### src/rtl/core/mbclk_pkg.sv
// ----------------------------------------------------------------------------
// mbclk_pkg
// Shared types and constants for the MIDI beat clock generator.
// ----------------------------------------------------------------------------
package mbclk_pkg;

  localparam int POS_W        = 48;
  localparam int BPM_W        = 10;
  localparam int RATE_W       = 18;
  localparam int RATE_X60_W   = 24;   // RATE_W bits times 60 fits in 24 bits
  localparam int TICKS_W      = 32;
  localparam int CFG_INDEX_W  = 1;
  localparam int CFG_DATA_W   = RATE_W;

  localparam logic [RATE_X60_W-1:0] SECONDS_PER_MINUTE = 24'd60;
  localparam logic [RATE_W-1:0]     RATE_HZ_RESET      = 18'd48000;

  localparam logic [CFG_INDEX_W-1:0] REG_CLOCK_ENABLE = 1'b0;
  localparam logic [CFG_INDEX_W-1:0] REG_RATE_HZ      = 1'b1;

  localparam logic [7:0] MIDI_SONG_POS = 8'hF2;
  localparam logic [7:0] MIDI_ZERO     = 8'h00;
  localparam logic [7:0] MIDI_START    = 8'hFA;
  localparam logic [7:0] MIDI_STOP     = 8'hFC;
  localparam logic [7:0] MIDI_CLOCK    = 8'hF8;

  typedef struct packed {
    logic             playing;
    logic [BPM_W-1:0] tempo_bpm;
    logic [POS_W-1:0] sample_position;
  } poll_t;

  typedef struct packed {
    logic [7:0]         midi_byte;
    logic               last;
    logic [TICKS_W-1:0] ticks_total;
  } midi_t;

  // classified poll handed from the front end to the back end
  typedef struct packed {
    logic             start;
    logic             stop;
    logic             ticks;
    logic [BPM_W-1:0] tempo_bpm;
    logic [POS_W-1:0] sample_position;
  } cmd_t;

endpackage

### src/rtl/core/mbclk_front.sv
// ----------------------------------------------------------------------------
// mbclk_front
// Accepts polls, tracks the play edge and queues work for the back end.
// ----------------------------------------------------------------------------
module mbclk_front import mbclk_pkg::*; (
  input  logic              clk,
  input  logic              rst,
  input  logic              poll_valid,
  output logic              poll_stall,
  input  poll_t             poll,
  input  logic              clock_enable,
  input  logic [RATE_W-1:0] rate_hz,
  input  logic              q_full,
  output logic              q_push,
  output cmd_t              q_cmd
);

  logic play_q;
  logic acc;
  logic active;

  assign poll_stall = q_full;
  assign acc        = poll_valid && !q_full;
  assign active     = acc && (rate_hz != '0) && clock_enable;

  always_comb begin
    q_cmd.start           = poll.playing && !play_q;
    q_cmd.stop            = !poll.playing && play_q;
    q_cmd.ticks           = poll.playing && (poll.tempo_bpm != '0);
    q_cmd.tempo_bpm       = poll.tempo_bpm;
    q_cmd.sample_position = poll.sample_position;
  end

  // polls that cause no bytes and no back-end state change are dropped here
  assign q_push = active && (q_cmd.start || q_cmd.stop || q_cmd.ticks);

  always_ff @(posedge clk) begin
    if (rst) begin
      play_q <= 1'b0;
    end else if (acc && (rate_hz != '0)) begin
      play_q <= clock_enable ? poll.playing : 1'b0;
    end
  end

endmodule

### src/rtl/core/mbclk_cmdq.sv
// ----------------------------------------------------------------------------
// mbclk_cmdq
// Two-entry request queue between the front end and the back end.
// ----------------------------------------------------------------------------
module mbclk_cmdq import mbclk_pkg::*; (
  input  logic clk,
  input  logic rst,
  input  logic push,
  input  cmd_t din,
  input  logic pop,
  output cmd_t dout,
  output logic full,
  output logic empty
);

  cmd_t       mem [2];
  logic       wr_ptr;
  logic       rd_ptr;
  logic [1:0] count;

  assign full  = (count == 2'd2);
  assign empty = (count == 2'd0);
  assign dout  = mem[rd_ptr];

  always_ff @(posedge clk) begin
    if (push) begin
      mem[wr_ptr] <= din;
    end
  end

  always_ff @(posedge clk) begin
    if (rst) begin
      wr_ptr <= 1'b0;
      rd_ptr <= 1'b0;
      count  <= 2'd0;
    end else begin
      if (push) begin
        wr_ptr <= !wr_ptr;
      end
      if (pop) begin
        rd_ptr <= !rd_ptr;
      end
      if (push && !pop) begin
        count <= count + 2'd1;
      end else if (pop && !push) begin
        count <= count - 2'd1;
      end
    end
  end

endmodule

### src/rtl/core/mbclk_div.sv
// ----------------------------------------------------------------------------
// mbclk_div
// Restoring divider, one quotient bit per cycle.
// ----------------------------------------------------------------------------
module mbclk_div import mbclk_pkg::*; #(
  parameter int NUM_W = 36,
  parameter int DEN_W = 15
) (
  input  logic             clk,
  input  logic             rst,
  input  logic             start,
  input  logic [NUM_W-1:0] num,
  input  logic [DEN_W-1:0] den,
  output logic             done,
  output logic [NUM_W-1:0] quo
);

  localparam int CNT_W = $clog2(NUM_W + 1);

  logic [DEN_W-1:0] rem;
  logic [CNT_W-1:0] cnt;
  logic             busy;
  logic [DEN_W:0]   trial;
  logic             fits;

  assign trial = {rem, quo[NUM_W-1]};
  assign fits  = (trial >= {1'b0, den});

  always_ff @(posedge clk) begin
    if (start) begin
      rem <= '0;
      quo <= num;
    end else if (busy) begin
      rem <= fits ? DEN_W'(trial - {1'b0, den}) : trial[DEN_W-1:0];
      quo <= {quo[NUM_W-2:0], fits};
    end
  end

  always_ff @(posedge clk) begin
    if (rst) begin
      busy <= 1'b0;
      done <= 1'b0;
      cnt  <= '0;
    end else begin
      done <= 1'b0;
      if (start) begin
        busy <= 1'b1;
        cnt  <= CNT_W'(NUM_W);
      end else if (busy) begin
        cnt <= cnt - CNT_W'(1);
        if (cnt == CNT_W'(1)) begin
          busy <= 1'b0;
          done <= 1'b1;
        end
      end
    end
  end

endmodule

### src/rtl/core/mbclk_back.sv
// ----------------------------------------------------------------------------
// mbclk_back
// Computes the tick period and sends transport and clock bytes.
// ----------------------------------------------------------------------------
module mbclk_back import mbclk_pkg::*; #(
  parameter int MAX_TICKS_PER_ITEM = 16,
  parameter int FRACTION_BITS      = 12,
  parameter int TICKS_PER_QUARTER  = 24
) (
  input  logic              clk,
  input  logic              rst,
  input  logic [RATE_W-1:0] rate_hz,
  input  logic              q_empty,
  input  cmd_t              q_cmd,
  output logic              q_pop,
  output logic              midi_valid,
  input  logic              midi_stall,
  output midi_t             midi
);

  localparam int TIME_W = POS_W + FRACTION_BITS;
  localparam int NUM_W  = RATE_X60_W + FRACTION_BITS;
  localparam int DEN_W  = BPM_W + $clog2(TICKS_PER_QUARTER + 1);
  localparam int TCNT_W = $clog2(MAX_TICKS_PER_ITEM + 1);

  localparam logic [1:0] ST_IDLE = 2'd0;
  localparam logic [1:0] ST_DIV  = 2'd1;
  localparam logic [1:0] ST_HDR  = 2'd2;
  localparam logic [1:0] ST_TICK = 2'd3;

  logic [1:0]         state;
  cmd_t               cmd;
  logic [NUM_W-1:0]   period;
  logic [TIME_W-1:0]  next_tick;
  logic [TICKS_W-1:0] tick_counter;
  logic [TCNT_W-1:0]  tick_cnt;
  logic [1:0]         hdr_idx;
  logic               start_div_q;

  logic [TIME_W-1:0]  now;
  logic [TIME_W:0]    sum;
  logic [TIME_W-1:0]  cand;
  logic               slot_free;
  logic               tick_due;
  logic               tick_last;
  logic               byte_go;
  logic               div_start;
  logic               div_done;
  logic [NUM_W-1:0]   div_num;
  logic [DEN_W-1:0]   div_den;
  logic [NUM_W-1:0]   div_quo;
  logic [RATE_X60_W-1:0] rate_x60;

  assign rate_x60  = RATE_X60_W'(rate_hz) * SECONDS_PER_MINUTE;
  assign div_num   = NUM_W'(rate_x60) << FRACTION_BITS;
  assign div_den   = DEN_W'(cmd.tempo_bpm) * DEN_W'(TICKS_PER_QUARTER);

  assign now       = TIME_W'(cmd.sample_position) << FRACTION_BITS;
  assign sum       = {1'b0, next_tick} + (TIME_W + 1)'(period);
  assign cand      = sum[TIME_W] ? '1 : sum[TIME_W-1:0];
  assign slot_free = !midi_valid || !midi_stall;
  assign tick_due  = (tick_cnt != TCNT_W'(MAX_TICKS_PER_ITEM)) && (next_tick <= now);
  assign tick_last = (tick_cnt == TCNT_W'(MAX_TICKS_PER_ITEM - 1)) || (cand > now);
  assign byte_go   = slot_free && ((state == ST_HDR) || ((state == ST_TICK) && tick_due));

  assign q_pop     = (state == ST_IDLE) && !q_empty;

  // divider kicks off the cycle after the request is latched
  assign div_start = start_div_q;

  mbclk_div #(
    .NUM_W (NUM_W),
    .DEN_W (DEN_W)
  ) u_div (
    .clk   (clk),
    .rst   (rst),
    .start (div_start),
    .num   (div_num),
    .den   (div_den),
    .done  (div_done),
    .quo   (div_quo)
  );

  always_ff @(posedge clk) begin
    if (q_pop) begin
      cmd <= q_cmd;
    end
    if (div_done) begin
      period <= div_quo;
    end
  end

  always_ff @(posedge clk) begin
    if (rst) begin
      state        <= ST_IDLE;
      start_div_q  <= 1'b0;
      next_tick    <= '0;
      tick_counter <= '0;
      tick_cnt     <= '0;
      hdr_idx      <= '0;
      midi_valid   <= 1'b0;
    end else begin
      start_div_q <= 1'b0;
      if (byte_go) begin
        midi_valid <= 1'b1;
      end else if (midi_valid && !midi_stall) begin
        midi_valid <= 1'b0;
      end
      case (state)
        ST_IDLE: begin
          tick_cnt <= '0;
          hdr_idx  <= '0;
          if (q_pop) begin
            if (q_cmd.start) begin
              next_tick <= TIME_W'(q_cmd.sample_position) << FRACTION_BITS;
            end
            if (q_cmd.ticks) begin
              start_div_q <= 1'b1;
              state       <= ST_DIV;
            end else begin
              state <= ST_HDR;
            end
          end
        end
        ST_DIV: begin
          if (div_done) begin
            state <= (cmd.start || cmd.stop) ? ST_HDR : ST_TICK;
          end
        end
        ST_HDR: begin
          if (slot_free) begin
            midi.ticks_total <= tick_counter;
            midi.last        <= cmd.stop || ((hdr_idx == 2'd3) && !cmd.ticks);
            if (cmd.stop) begin
              midi.midi_byte <= MIDI_STOP;
              state          <= ST_IDLE;
            end else begin
              hdr_idx <= hdr_idx + 2'd1;
              case (hdr_idx)
                2'd0: midi.midi_byte <= MIDI_SONG_POS;
                2'd1: midi.midi_byte <= MIDI_ZERO;
                2'd2: midi.midi_byte <= MIDI_ZERO;
                default: begin
                  midi.midi_byte <= MIDI_START;
                  state          <= cmd.ticks ? ST_TICK : ST_IDLE;
                end
              endcase
            end
          end
        end
        ST_TICK: begin
          if (!tick_due) begin
            state <= ST_IDLE;
          end else if (slot_free) begin
            midi.midi_byte   <= MIDI_CLOCK;
            midi.last        <= tick_last;
            midi.ticks_total <= tick_counter + TICKS_W'(1);
            tick_counter     <= tick_counter + TICKS_W'(1);
            next_tick        <= cand;
            tick_cnt         <= tick_cnt + TCNT_W'(1);
            if (tick_last) begin
              state <= ST_IDLE;
            end
          end
        end
        default: begin
          state <= ST_IDLE;
        end
      endcase
    end
  end

endmodule

### src/rtl/core/midi_beat_clock_generator_core.sv
// ----------------------------------------------------------------------------
// midi_beat_clock_generator_core
// MIDI beat clock generator, 24 pulses per quarter note, from transport polls.
// ----------------------------------------------------------------------------
// Usage:
//   poll channel (poll_valid / poll_stall / poll): one request per transport
//   poll carrying play state, tempo and the current sample position.
//   midi channel (midi_valid / midi_stall / midi): one MIDI byte per request,
//   with last set on the final byte a poll causes and the running tick count.
//   cfg_write / cfg_index / cfg_data write clock enable and sample rate; write
//   them only while no poll is in flight.
// Timing: the front end takes a poll per cycle while its two-entry queue has
//   room. A poll that sends clock bytes first runs the tick period divider,
//   then emits one byte per cycle the output register is free: up to
//   4 + MAX_TICKS_PER_ITEM bytes. A start or stop only poll skips the
//   divider. The back end pops the next poll only once it is idle again.
// Reset: clock disabled, sample rate 48000, not playing, tick count zero.
// A stalled midi byte holds; the back end waits and the queue then fills.
// ----------------------------------------------------------------------------
module midi_beat_clock_generator_core import mbclk_pkg::*; #(
  parameter int MAX_TICKS_PER_ITEM = 16,
  parameter int FRACTION_BITS      = 12,
  parameter int TICKS_PER_QUARTER  = 24
) (
  input  logic                   clk,
  input  logic                   rst,
  input  logic                   cfg_write,
  input  logic [CFG_INDEX_W-1:0] cfg_index,
  input  logic [CFG_DATA_W-1:0]  cfg_data,
  input  logic                   poll_valid,
  output logic                   poll_stall,
  input  poll_t                  poll,
  output logic                   midi_valid,
  input  logic                   midi_stall,
  output midi_t                  midi
);

  logic              clock_enable;
  logic [RATE_W-1:0] rate_hz;
  logic              q_full;
  logic              q_empty;
  logic              q_push;
  logic              q_pop;
  cmd_t              q_din;
  cmd_t              q_dout;

  always_ff @(posedge clk) begin
    if (rst) begin
      clock_enable <= 1'b0;
      rate_hz      <= RATE_HZ_RESET;
    end else if (cfg_write) begin
      case (cfg_index)
        REG_CLOCK_ENABLE: clock_enable <= cfg_data[0];
        REG_RATE_HZ:      rate_hz      <= cfg_data;
        default: ;
      endcase
    end
  end

  mbclk_front u_front (
    .clk          (clk),
    .rst          (rst),
    .poll_valid   (poll_valid),
    .poll_stall   (poll_stall),
    .poll         (poll),
    .clock_enable (clock_enable),
    .rate_hz      (rate_hz),
    .q_full       (q_full),
    .q_push       (q_push),
    .q_cmd        (q_din)
  );

  mbclk_cmdq u_cmdq (
    .clk   (clk),
    .rst   (rst),
    .push  (q_push),
    .din   (q_din),
    .pop   (q_pop),
    .dout  (q_dout),
    .full  (q_full),
    .empty (q_empty)
  );

  mbclk_back #(
    .MAX_TICKS_PER_ITEM (MAX_TICKS_PER_ITEM),
    .FRACTION_BITS      (FRACTION_BITS),
    .TICKS_PER_QUARTER  (TICKS_PER_QUARTER)
  ) u_back (
    .clk         (clk),
    .rst         (rst),
    .rate_hz     (rate_hz),
    .q_empty     (q_empty),
    .q_cmd       (q_dout),
    .q_pop       (q_pop),
    .midi_valid  (midi_valid),
    .midi_stall  (midi_stall),
    .midi        (midi)
  );

endmodule
### config.mk
export PLATFORM = sky130hd
export DESIGN_NAME = midi_beat_clock_generator_core
export DESIGN_NICKNAME = d
export VERILOG_FILES = /design/src/rtl/core/mbclk_pkg.sv /design/src/rtl/core/mbclk_front.sv /design/src/rtl/core/mbclk_cmdq.sv /design/src/rtl/core/mbclk_div.sv /design/src/rtl/core/mbclk_back.sv /design/src/rtl/core/midi_beat_clock_generator_core.sv
export SDC_FILE = /design/constraint.sdc
export NUM_CORES = 1
export LEC_CHECK = 0
export ABC_AREA = 1
export BUFFER_PORTS_ARGS = -buffer_cell sky130_fd_sc_hd__buf_4
export CORE_MARGIN = 2
export CORE_UTILIZATION = 55
export DETAILED_ROUTE_END_ITERATION = 7
export PLACE_DENSITY_LB_ADDON = 0.25
export REMOVE_ABC_BUFFERS = 1
export SETUP_SLACK_MARGIN = 0.2
export SYNTH_ARGS = -nofsm -noshare
export SYNTH_HDL_FRONTEND = slang
export SYNTH_SLANG_ARGS = --single-unit
### constraint.sdc
create_clock -name clk -period 6.5 [get_ports clk]
set_input_delay 0.325 -clock clk [delete_from_list [all_inputs] [get_ports clk]]
set_output_delay 0.325 -clock clk [all_outputs]
set_load 0.02 [all_outputs]
==> impl_metrics.toml <==
[status]
status = "finished clean"

[grt]
grt_overflow_total = 0
antenna_found_initial = 0
grt_pass1_wl_mm = 113
grt_usage_pct = 28.3
grt_max_degree = 109
grt_pass1_vias = 22000

[sta]
tightest_slew_ns = 1.23
tns_ns = 0
hold_viol_final = 0
max_freq_mhz = 195
maxSlewViolCount = 0
clock_skew_ns = 0.0177
setup_viol = 0
finalCriticalPeriod_ns = 5.12
period_share_pct = 78.8
grt_setup_unrepaired = "false"
relSlewSlack_pct = 18.0

[place]
dp_hpwl_mm = 51.2
io_buffers = 124
gp_congestion = 0.954

[setup_path]
start_kind = "register"
crit_buf_inv = 1
cp.required_ns = 6.99
critical_path_class = "register to register"
critical_path.endpoint_type = "register"
crit_slowest_cell = "fa_1"
cp_data_arrival_time_ns = 5.61
slowest_delay_ns = 0.44
cp_max_fo = 27
crit_top_cell = "nand2_1"
crit_family = "simple AND/OR/NAND/NOR gates"

[power]
leakagePower_nw = 13.4
switchingPower_w = 0.00484
pwr-share-clk_pct = 23.9
peakVddDrop_v = 0.000378
seq_power_share_pct = 33.3
p_int_w = 0.00699
switching_share_pct = 40.9
combPwrFrac_pct = 42.9
power_density_nw_per_um2 = 393

[routing]
avgViaCountPerCell = 5.50
drc = 0
wl_mm = 70.2
num_vias = 22300
post_drt_wl_per_cell_microns = 17.3
drtIter0Drc = 1578
ant_nets = 0
firstDrtPassIters = 5

[synthesis]
synthTopCellsByArea = "edfxtp_1 (32%), dfxtp_1 (13%), nand2_1 (12%)"
synthArstFlopShare_pct = 0
yosysWarnings = 0
synth_edf_count = 278
synth_top_cell_by_area = "edfxtp_1"
synth_top_area_share_pct = 31.7
ys_ff_latch = 443
netlist_area_sq_um = 26300
synth_ff_type = "edfxtp_1"
ys_seq_area_share_pct = 44.3
yosysUniqueCellTypes = 51
postSynthAreaPerCell_sq_um = 8.13
synthCells = 3238

[die]
start_util_pct = 55.5
rows = 80
die-area_sq_um = 49600
core_region_area_sq_um = 47400
fp.dieH_microns = 223
io_pins = 126
dieWidth_microns = 223

[run]
max_cap_viol_count = 0

[finish]
antenna_cells = 0
final_util_pct = 63.4
drive_gt1_share_pct = 7.17
final_common_cell = "nand2_1"
fillerInstances = 4153
nets = 3726
syn2layout_area_growth_pct = 14.3
final_cell_mix = "nand2_1 (874), inv_1 (413), nor2_1 (322)"

[clock_tree]
cts.clk_slew.worst_paths_ns = 0.06
clkLatencyLatePin_ns = 0.61
post_cts_buffers = 0
cts_root_buffer = "clkbuf_16"
htreeDepth = 2
clockBufferDepth = 3
cts_tree = "done"
clock-sinks = 443
cts_buffers = 49

[hold_path]
worstHoldPathType = "primary input to register"
[power by group through the flow]
stage               clock network, W  registers (W)  logic [W]
detailed placement                 0        0.00398    0.00496
finish                       0.00282        0.00394    0.00507
floorplan                          0        0.00396    0.00354
CTS                          0.00286        0.00393    0.00505
global placement                   0        0.00397    0.00484
global route                 0.00296        0.00399    0.00575
[worst paths after layout]
check,from,to,slack [ns],cells past startpoint
worst max-delay path,u_back.period[0],u_back.state[1],1.38,31
worst min-delay path,cfg_data[10],rate_hz[10],0.03,3
worst max register to register,u_back.period[0],u_back.state[1],1.38,31
worst min register to register,u_back.u_div.quo[0],u_back.period[0],0.43,0
[what timing repair did]
action                    in CTS  in global routing
gates resized for setup        0                  0
hold buffers                  67                  0
hold endpoints to repair     125                  0
[logic make-up (layout without fill, tap and decap cells)]
group | Yosys count | count (layout) | synth area share, %
other cells | 1 | 1 | 0.0142
fa+ha+maj | 240 | 240 | 12.4
simple gates | 1454 | 1454 | 22.5
xor+xnor | 68 | 68 | 2.26
buf+inv | 511 | 717 | 7.51
flops | 443 | 443 | 44.3
compound gates | 521 | 521 | 11.0
[layout make-up]
type / instances / area, sq um / area share (%)
Multi-Input combinational cell: 2284 / 12700 / 42.3
Sequential cell: 443 / 11700 / 38.7
Timing Repair Buffer: 207 / 1720 / 5.72
Inverter: 418 / 1570 / 5.21
Clock buffer: 68 / 1390 / 4.62
Tap cell: 615 / 769 / 2.56
Clock inverter: 24 / 250 / 0.832
[metrics by stage]
step	setup WS, ns	area (sq um)	power, W	std cells	hold WS (ns)
2_1_floorplan	0.179	25900	0.00750	3145	0.394
3_3_place_gp	1.56	27800	0.00881	3900	0.414
3_5_place_dp	1.50	27800	0.00895	3900	0.415
4_1_cts	1.47	30100	0.0118	4059	0.0194
5_1_grt	1.12	30100	0.0127	4059	0.0353
6_report	1.38	30100	0.0118	4059	0.0271
[tightest hold or removal path, stage by stage]
cell and delay [ns]:
buf_4 0.07, o21ai_0 0.08, a21oi_1 0.11
[metal layers]
metal  track usage (%)  part of all wire (%)
met4              9.37                   3.0
met5                 0                     0
met3              3.15                   4.8
met2              49.0                    48
met1              37.1                    44
[registers in the layout (all words and copies together), names as in the netlist, 2 cells and up, named ones only]
| register | flops |
|---|---|
| u_cmdq.mem | 122 |
| u_back.cmd | 61 |
| u_back.next_tick | 60 |
| u_back.midi | 37 |
| u_back.period | 36 |
| u_back.u_div.quo | 36 |
| u_back.tick_counter | 32 |
| rate_hz | 18 |
| u_back.u_div.rem | 15 |
| u_back.u_div.cnt | 6 |
| u_back.tick_cnt | 5 |
| u_back.hdr_idx | 2 |
| u_back.state | 2 |
| u_cmdq.count | 2 |
[Yosys cell counts (14+ instances only)]
cell	instances
fa_1	36
xnor2_1	14
a21oi_1	206
clkbuf_1	56
nand4_1	36
a31oi_1	14
a211oi_1	15
nor3_1	42
dfxtp_1	165
o211ai_1	18
nor4_1	15
o22ai_1	23
nor2_1	324
o21ai_0	190
nand2_1	874
nand3_1	129
a21o_1	14
xor2_1	54
ha_1	204
inv_1	415
edfxtp_1	278
buf_2	14
Note: power is estimated with default switching activity, not from simulation.
